<file path="src/design/sfof_pkg.sv">
// Shared types, character codes and base translation for the six-frame ORF finder.
package sfof_pkg;

	localparam int CODON = 3;
	localparam logic [2:0] LAST_FRAME = 3'd5;

	localparam logic [7:0] CH_A  = 8'h41;
	localparam logic [7:0] CH_C  = 8'h43;
	localparam logic [7:0] CH_G  = 8'h47;
	localparam logic [7:0] CH_N  = 8'h4E;
	localparam logic [7:0] CH_R  = 8'h52;
	localparam logic [7:0] CH_T  = 8'h54;
	localparam logic [7:0] CH_U  = 8'h55;
	localparam logic [7:0] CH_Y  = 8'h59;
	localparam logic [7:0] CH_LA = 8'h61;
	localparam logic [7:0] CH_LZ = 8'h7A;
	localparam logic [7:0] CASE_OFFSET = 8'h20;

	typedef enum logic [1:0] {
		MODE_APPEND = 2'd0,
		MODE_PULL   = 2'd1,
		MODE_CLEAR  = 2'd2,
		MODE_NONE   = 2'd3
	} sfof_mode_t;

	// Controller to datapath commands.
	typedef struct packed {
		logic       append;
		logic       clear;
		logic       frame0;
		logic       frame_next;
		logic       rd_en;
		logic [1:0] rd_off;
		logic       cap0;
		logic       cap1;
		logic       step;
		logic       stop_take;
		logic       res_orf;
		logic       res_trail;
		logic       res_done;
		logic       emit;
	} sfof_cmd_t;

	// Datapath to controller status.
	typedef struct packed {
		logic codon_fits;
		logic stop_hit;
		logic orf_open;
		logic trail_ok;
		logic last_frame;
		logic out_free;
	} sfof_sts_t;

	// Fold case, then map onto the strand being scanned.
	function automatic logic [7:0] base_xlate(input logic [7:0] c, input logic rev);
		logic [7:0] u;
		logic [7:0] r;
		u = (c >= CH_LA && c <= CH_LZ) ? c - CASE_OFFSET : c;
		if (!rev) begin
			r = (u == CH_U) ? CH_T : u;
		end else begin
			case (u)
				CH_A:    r = CH_T;
				CH_C:    r = CH_G;
				CH_G:    r = CH_C;
				CH_T:    r = CH_A;
				CH_U:    r = CH_A;
				CH_R:    r = CH_Y;
				CH_Y:    r = CH_R;
				default: r = CH_N;
			endcase
		end
		return r;
	endfunction

	// (a - b) mod 3 for a, b in 0..2.
	function automatic logic [1:0] mod3_sub(input logic [1:0] a, input logic [1:0] b);
		logic [2:0] d;
		d = {1'b0, a} + 3'd3 - {1'b0, b};
		return (d >= 3'd3) ? 2'(d - 3'd3) : d[1:0];
	endfunction

endpackage

</file>
<file path="src/design/sfof_ctrl.sv">
// Controller: input handshake, search phase and codon scan sequencing.
module sfof_ctrl
	import sfof_pkg::*;
(
	input  logic       clk,
	input  logic       arst_n,
	input  logic       s_tvalid,
	output logic       s_tready,
	input  logic [1:0] mode,
	input  sfof_sts_t  sts,
	output sfof_cmd_t  cmd
);

	typedef enum logic [6:0] {
		ST_IDLE  = 7'b0000001,
		ST_CHECK = 7'b0000010,
		ST_RD1   = 7'b0000100,
		ST_RD2   = 7'b0001000,
		ST_EVAL  = 7'b0010000,
		ST_TRAIL = 7'b0100000,
		ST_EMIT  = 7'b1000000
	} sfof_state_t;

	typedef enum logic [2:0] {
		PH_LOADING = 3'b001,
		PH_SCAN    = 3'b010,
		PH_DONE    = 3'b100
	} sfof_phase_t;

	sfof_state_t state_q, state_d;
	sfof_phase_t phase_q, phase_d;
	logic        take;

	assign s_tready = state_q == ST_IDLE;
	assign take     = s_tvalid && s_tready;

	always_comb begin
		state_d = state_q;
		phase_d = phase_q;
		cmd     = '0;
		case (state_q)
			ST_IDLE: begin
				if (take) begin
					case (sfof_mode_t'(mode))
						MODE_APPEND: begin
							cmd.append = 1'b1;
							phase_d    = PH_LOADING;
						end
						MODE_CLEAR: begin
							cmd.clear = 1'b1;
							phase_d   = PH_LOADING;
						end
						MODE_PULL: begin
							if (phase_q == PH_DONE) begin
								cmd.res_done = 1'b1;
								state_d      = ST_EMIT;
							end else begin
								if (phase_q == PH_LOADING) begin
									cmd.frame0 = 1'b1;
									phase_d    = PH_SCAN;
								end
								state_d = ST_CHECK;
							end
						end
						default: begin
						end
					endcase
				end
			end
			ST_CHECK: begin
				if (sts.codon_fits) begin
					cmd.rd_en = 1'b1;
					state_d   = ST_RD1;
				end else begin
					state_d = ST_TRAIL;
				end
			end
			ST_RD1: begin
				cmd.rd_en  = 1'b1;
				cmd.rd_off = 2'd1;
				cmd.cap0   = 1'b1;
				state_d    = ST_RD2;
			end
			ST_RD2: begin
				cmd.rd_en  = 1'b1;
				cmd.rd_off = 2'd2;
				cmd.cap1   = 1'b1;
				state_d    = ST_EVAL;
			end
			ST_EVAL: begin
				cmd.step = 1'b1;
				state_d  = ST_CHECK;
				if (sts.stop_hit) begin
					cmd.stop_take = 1'b1;
					if (sts.orf_open) begin
						cmd.res_orf = 1'b1;
						state_d     = ST_EMIT;
					end
				end
			end
			ST_TRAIL: begin
				if (sts.last_frame) begin
					phase_d = PH_DONE;
				end else begin
					cmd.frame_next = 1'b1;
				end
				if (sts.trail_ok) begin
					cmd.res_trail = 1'b1;
					state_d       = ST_EMIT;
				end else if (sts.last_frame) begin
					cmd.res_done = 1'b1;
					state_d      = ST_EMIT;
				end else begin
					state_d = ST_CHECK;
				end
			end
			ST_EMIT: begin
				if (sts.out_free) begin
					cmd.emit = 1'b1;
					state_d  = ST_IDLE;
				end
			end
			default: begin
				state_d = ST_IDLE;
			end
		endcase
	end

	always_ff @(posedge clk or negedge arst_n) begin
		if (!arst_n) begin
			state_q <= ST_IDLE;
			phase_q <= PH_LOADING;
		end else begin
			state_q <= state_d;
			phase_q <= phase_d;
		end
	end

endmodule

</file>
<file path="config.mk">
export PLATFORM = sky130hd
export DESIGN_NAME = sfof_ctrl
export DESIGN_NICKNAME = d
export VERILOG_FILES = /design/src/design/sfof_pkg.sv /design/src/design/sfof_ctrl.sv
export SDC_FILE = /design/constraint.sdc
export NUM_CORES = 1
export LEC_CHECK = 0
export ABC_AREA = 1
export BUFFER_PORTS_ARGS = -buffer_cell sky130_fd_sc_hd__buf_2
export CAP_MARGIN = 20
export CORE_MARGIN = 2
export CORE_UTILIZATION = 30
export CTS_CLUSTER_DIAMETER = 100
export DETAILED_ROUTE_END_ITERATION = 10
export MAX_ROUTING_LAYER = met4
export SLEW_MARGIN = 20
export SYNTH_ARGS = -nofsm -noshare
export SYNTH_HDL_FRONTEND = slang
export SYNTH_SLANG_ARGS = --single-unit
</file>
<file path="constraint.sdc">
create_clock -name clk -period 1.2 [get_ports clk]
set_clock_uncertainty 0.05 [all_clocks]
set_input_delay 0.24 -clock clk [delete_from_list [all_inputs] [get_ports clk]]
set_output_delay 0.24 -clock clk [all_outputs]
set_load 0.005 [all_outputs]
</file>
==> impl_summary.log <==
[metrics] sort of element at the end of the critical path: output port
[metrics] final clock period utilization by the worst path: 146%
[metrics] Overflow after GRT: 0
[metrics] share of the yosys chip area belonging to registers: about a third
[metrics] worst min-delay path category: in2reg
[metrics] proportion of netlist area held by the largest area contributor: 26.4%
[metrics] share of post-route cells with drive strength above 1: between 50 and 60%
[metrics] I/O pin count: 27
[metrics] number of setup violations in the final report: 26
[metrics] mean post-synth cell area: between 6 and 7 um^2
[metrics] total wirelength of the detailed-routed design: 1980 um
[metrics] die boundary width: 54.2 um
[metrics] prevailing post-synth register cell: sky130_fd_sc_hd__dfrtp_1
[metrics] total standard cell area after synthesis: 757 um^2
[metrics] relative slew slack: a little over four fifths
[metrics] Final HPWL DP: between 1500 and 2000 um
[metrics] clock tree from TritonCTS: done
[metrics] row cnt: 18
[metrics] vias in the first global route: 780
[metrics] result of the run: complete, but fails checks
[metrics] Post-Syn Nets: 134
[metrics] slowest stage cell, crit path: sky130_fd_sc_hd__dfrtp_1
[metrics] biggest cell delay along the critical path: 400 ps
[metrics] root buffer cell: sky130_fd_sc_hd__clkbuf_4
[metrics] leading cell types by total area after synthesis: sky130_fd_sc_hd__dfrtp_1 (26%), sky130_fd_sc_hd__nand2_1 (14%), sky130_fd_sc_hd__nor2_1 (10%)
[metrics] number of antenna diodes: 0
[metrics] Die Span Y: ~54 um
[metrics] kind of critical path: reg2out
[metrics] global-route wire length before repair: 3110 um
[metrics] library cell appearing most often on the critical path: sky130_fd_sc_hd__nor2_4
[metrics] violations in the final reports: negative setup slack
[metrics] LEAKAGE: approximately 0.80 nW
[metrics] number of sinks handled by clock tree synthesis: 10
[metrics] setup slack, reg-to-reg: -440 ps
[metrics] number of nets with antenna violations after detailed routing: 0
[metrics] residual DRC count: 0
[metrics] smallest setup slack after layout: -548 ps
[metrics] final hold violation count: 0
[metrics] library cell occupying the most area in the post-synthesis netlist: sky130_fd_sc_hd__dfrtp_1
[metrics] antenna violations before repair: 0
[metrics] dominant cell by count in the synthesized netlist: sky130_fd_sc_hd__nand2_1
[metrics] final number of max-transition violations: 0
[metrics] Vias: 932
[metrics] final weighted congestion in routability-driven placement: ~0.76
[metrics] critical-path cell list: inv_2, nand2_4, nor2_4, nand3_2, nor2_4, or2_4, buf_6
[metrics] top cell types by occurrence after synthesis: sky130_fd_sc_hd__nand2_1 (29), sky130_fd_sc_hd__nor2_1 (21), sky130_fd_sc_hd__inv_1 (20)
[metrics] initial cell density of the core: 31.1%
[metrics] Cell Count Post-Placement: 198
[metrics] Total Die Area: 2940 um^2
[metrics] routed vias/inst: 4.38
[metrics] Port Buf Inserts: 26
[metrics] Clock Path Buffers: 2
[metrics] slew at the pin with the worst max-slew slack: 229 ps
[metrics] async set or reset register ratio after synthesis: 100%
[metrics] Final nets: 195
[metrics] setup repair after global routing missed its margin: yes
[metrics] FMAX: between 0.5 and 0.6 GHz
[metrics] worst voltage drop across the vdd grid: 1.06 mV
[metrics] maximum number of pins on one net before global-route repair: 11
[metrics] core area: 2430 um^2
[metrics] Reg clk slew, reported paths: 70 ps
[metrics] YS warnings: 0
[metrics] Max Cap Violations: 0
[metrics] post-route non-filler standard cell count: 213
[metrics] TritonCTS Buffers: 3
[metrics] crit path max fanout: 4
[metrics] starting DRC count in detailed routing: 11
[metrics] total iterations of the first detailed-routing run: 4
[metrics] distinct cell type count after synthesis: 21
[metrics] post-synthesis to final-layout area growth: 79.2%
[metrics] required time at the endpoint of the critical path: 910 ps
[metrics] synthesized instance count: 123
[metrics] clock period minus worst slack: roughly 1700 ps
[metrics] power per cell area: approximately 1600 nW/um^2
[metrics] data arrival time of the critical path: about 1500 ps
[metrics] overall routing resource usage: between 10% and 20%
[metrics] Fin Hold WS: 92.4 ps
[metrics] WL per Instance: 9.29 um
[metrics] fill cell instance count of the final layout: 240
[metrics] clock insertion delay at the later pin of the skew report: 260 ps
[metrics] Clock H-tree levels: 1
[metrics] startpoint class of the critical path: flip-flop
[metrics] number of enable flip-flop cells after synthesis: 0
[metrics] flops & latches, synth: 10
[metal layers]
layer	up-vias	routed length [um]	GRT usage [%]
met5	-	0	-
met4	0	4	2.50
met3	2	88	5.74
met2	18	1050	26.5
met1	422	833	16.9
li1	490	-	-
[metrics by stage]
step / instance area [um^2] / utilization (%) / power [W] / setup slack [ps] / setup TNS (ps)
after floorplan: 798 / - / 0.00120 / -119 / -823
after global placement: 1110 / 45.6 / 0.00154 / -254 / -3470
after detailed placement: 1110 / 45.6 / 0.00156 / -261 / -3740
after CTS: 1240 / 50.9 / 0.00204 / -535 / -8540
after global routing: 1360 / 55.8 / 0.00243 / -642 / -12150
final: 1360 / 55.8 / 0.00222 / -548 / -9610
[cell type report]
class	instances	area, um^2	area share (%)
Inverter	27	105	7.75
Tap cell	30	37.5	2.77
Timing Repair Buffer	57	389	28.7
Clock buffer	4	36.3	2.68
Multi-Input combinational cell	85	534	39.4
Sequential cell	10	254	18.7
[registers in the layout (all words and copies together) (netlist names)]
name,flops
phase_q,3
state_q,7
[worst max-delay path: cells and delay by family (launching register included)]
kind	cells	cell delay, ps
AND/OR/NAND/NOR	5	610
flip-flops	1	400
buffers and inverters	2	190
[kinds of logic after synthesis]
logic type | count (synthesis) | share of synthesized area, %
simple gates | 80 | 48.9
compound gates | 5 | 3.31
flops | 10 | 33.4
buf+inv | 28 | 14.4
[cell usage in the layout (no fill, tap or decap), types with 7 or more instances in the layout]
| master | netlist | final |
|---|---|---|
| sky130_fd_sc_hd__dfrtp_1 | 8 | 7 |
| sky130_fd_sc_hd__buf_2 | 0 | 24 |
| sky130_fd_sc_hd__nand3_1 | 13 | 9 |
| sky130_fd_sc_hd__nor2_4 | 1 | 8 |
| sky130_fd_sc_hd__nor2_1 | 21 | 13 |
| sky130_fd_sc_hd__inv_1 | 20 | 20 |
| sky130_fd_sc_hd__nand2_1 | 29 | 24 |
| sky130_fd_sc_hd__buf_4 | 1 | 27 |
| sky130_fd_sc_hd__nand2_2 | 5 | 7 |
[final timing paths]
| kind | from | to | cells past startpoint |
|---|---|---|---|
| worst max-delay path | state_q[4] | cmd[10] | 7 |
| worst min-delay path | sts[5] | state_q[5] | 2 |
| worst max register to register | state_q[4] | phase_q[2] | 12 |
| worst min register to register | phase_q[0] | phase_q[0] | 2 |
| max in group asynchronous | arst_n | phase_q[0] | 2 |
| min in group asynchronous | arst_n | state_q[6] | 2 |
[report_power, final]
part	internal, W	total [W]	switching, W
Combinational	0.000653	0.00139	0.000736
Sequential	0.000452	0.000538	0.0000865
Clock	0.000184	0.000297	0.000113
[repair_timing]
item	CTS	global route
setup endpoints to repair	22	26
hold endpoints to repair	8	0
resized for setup	12	18
buffers inserted	4	6
hold buffers	1	0
pin swaps	4	10
Note: power is estimated with default switching activity, not from simulation.
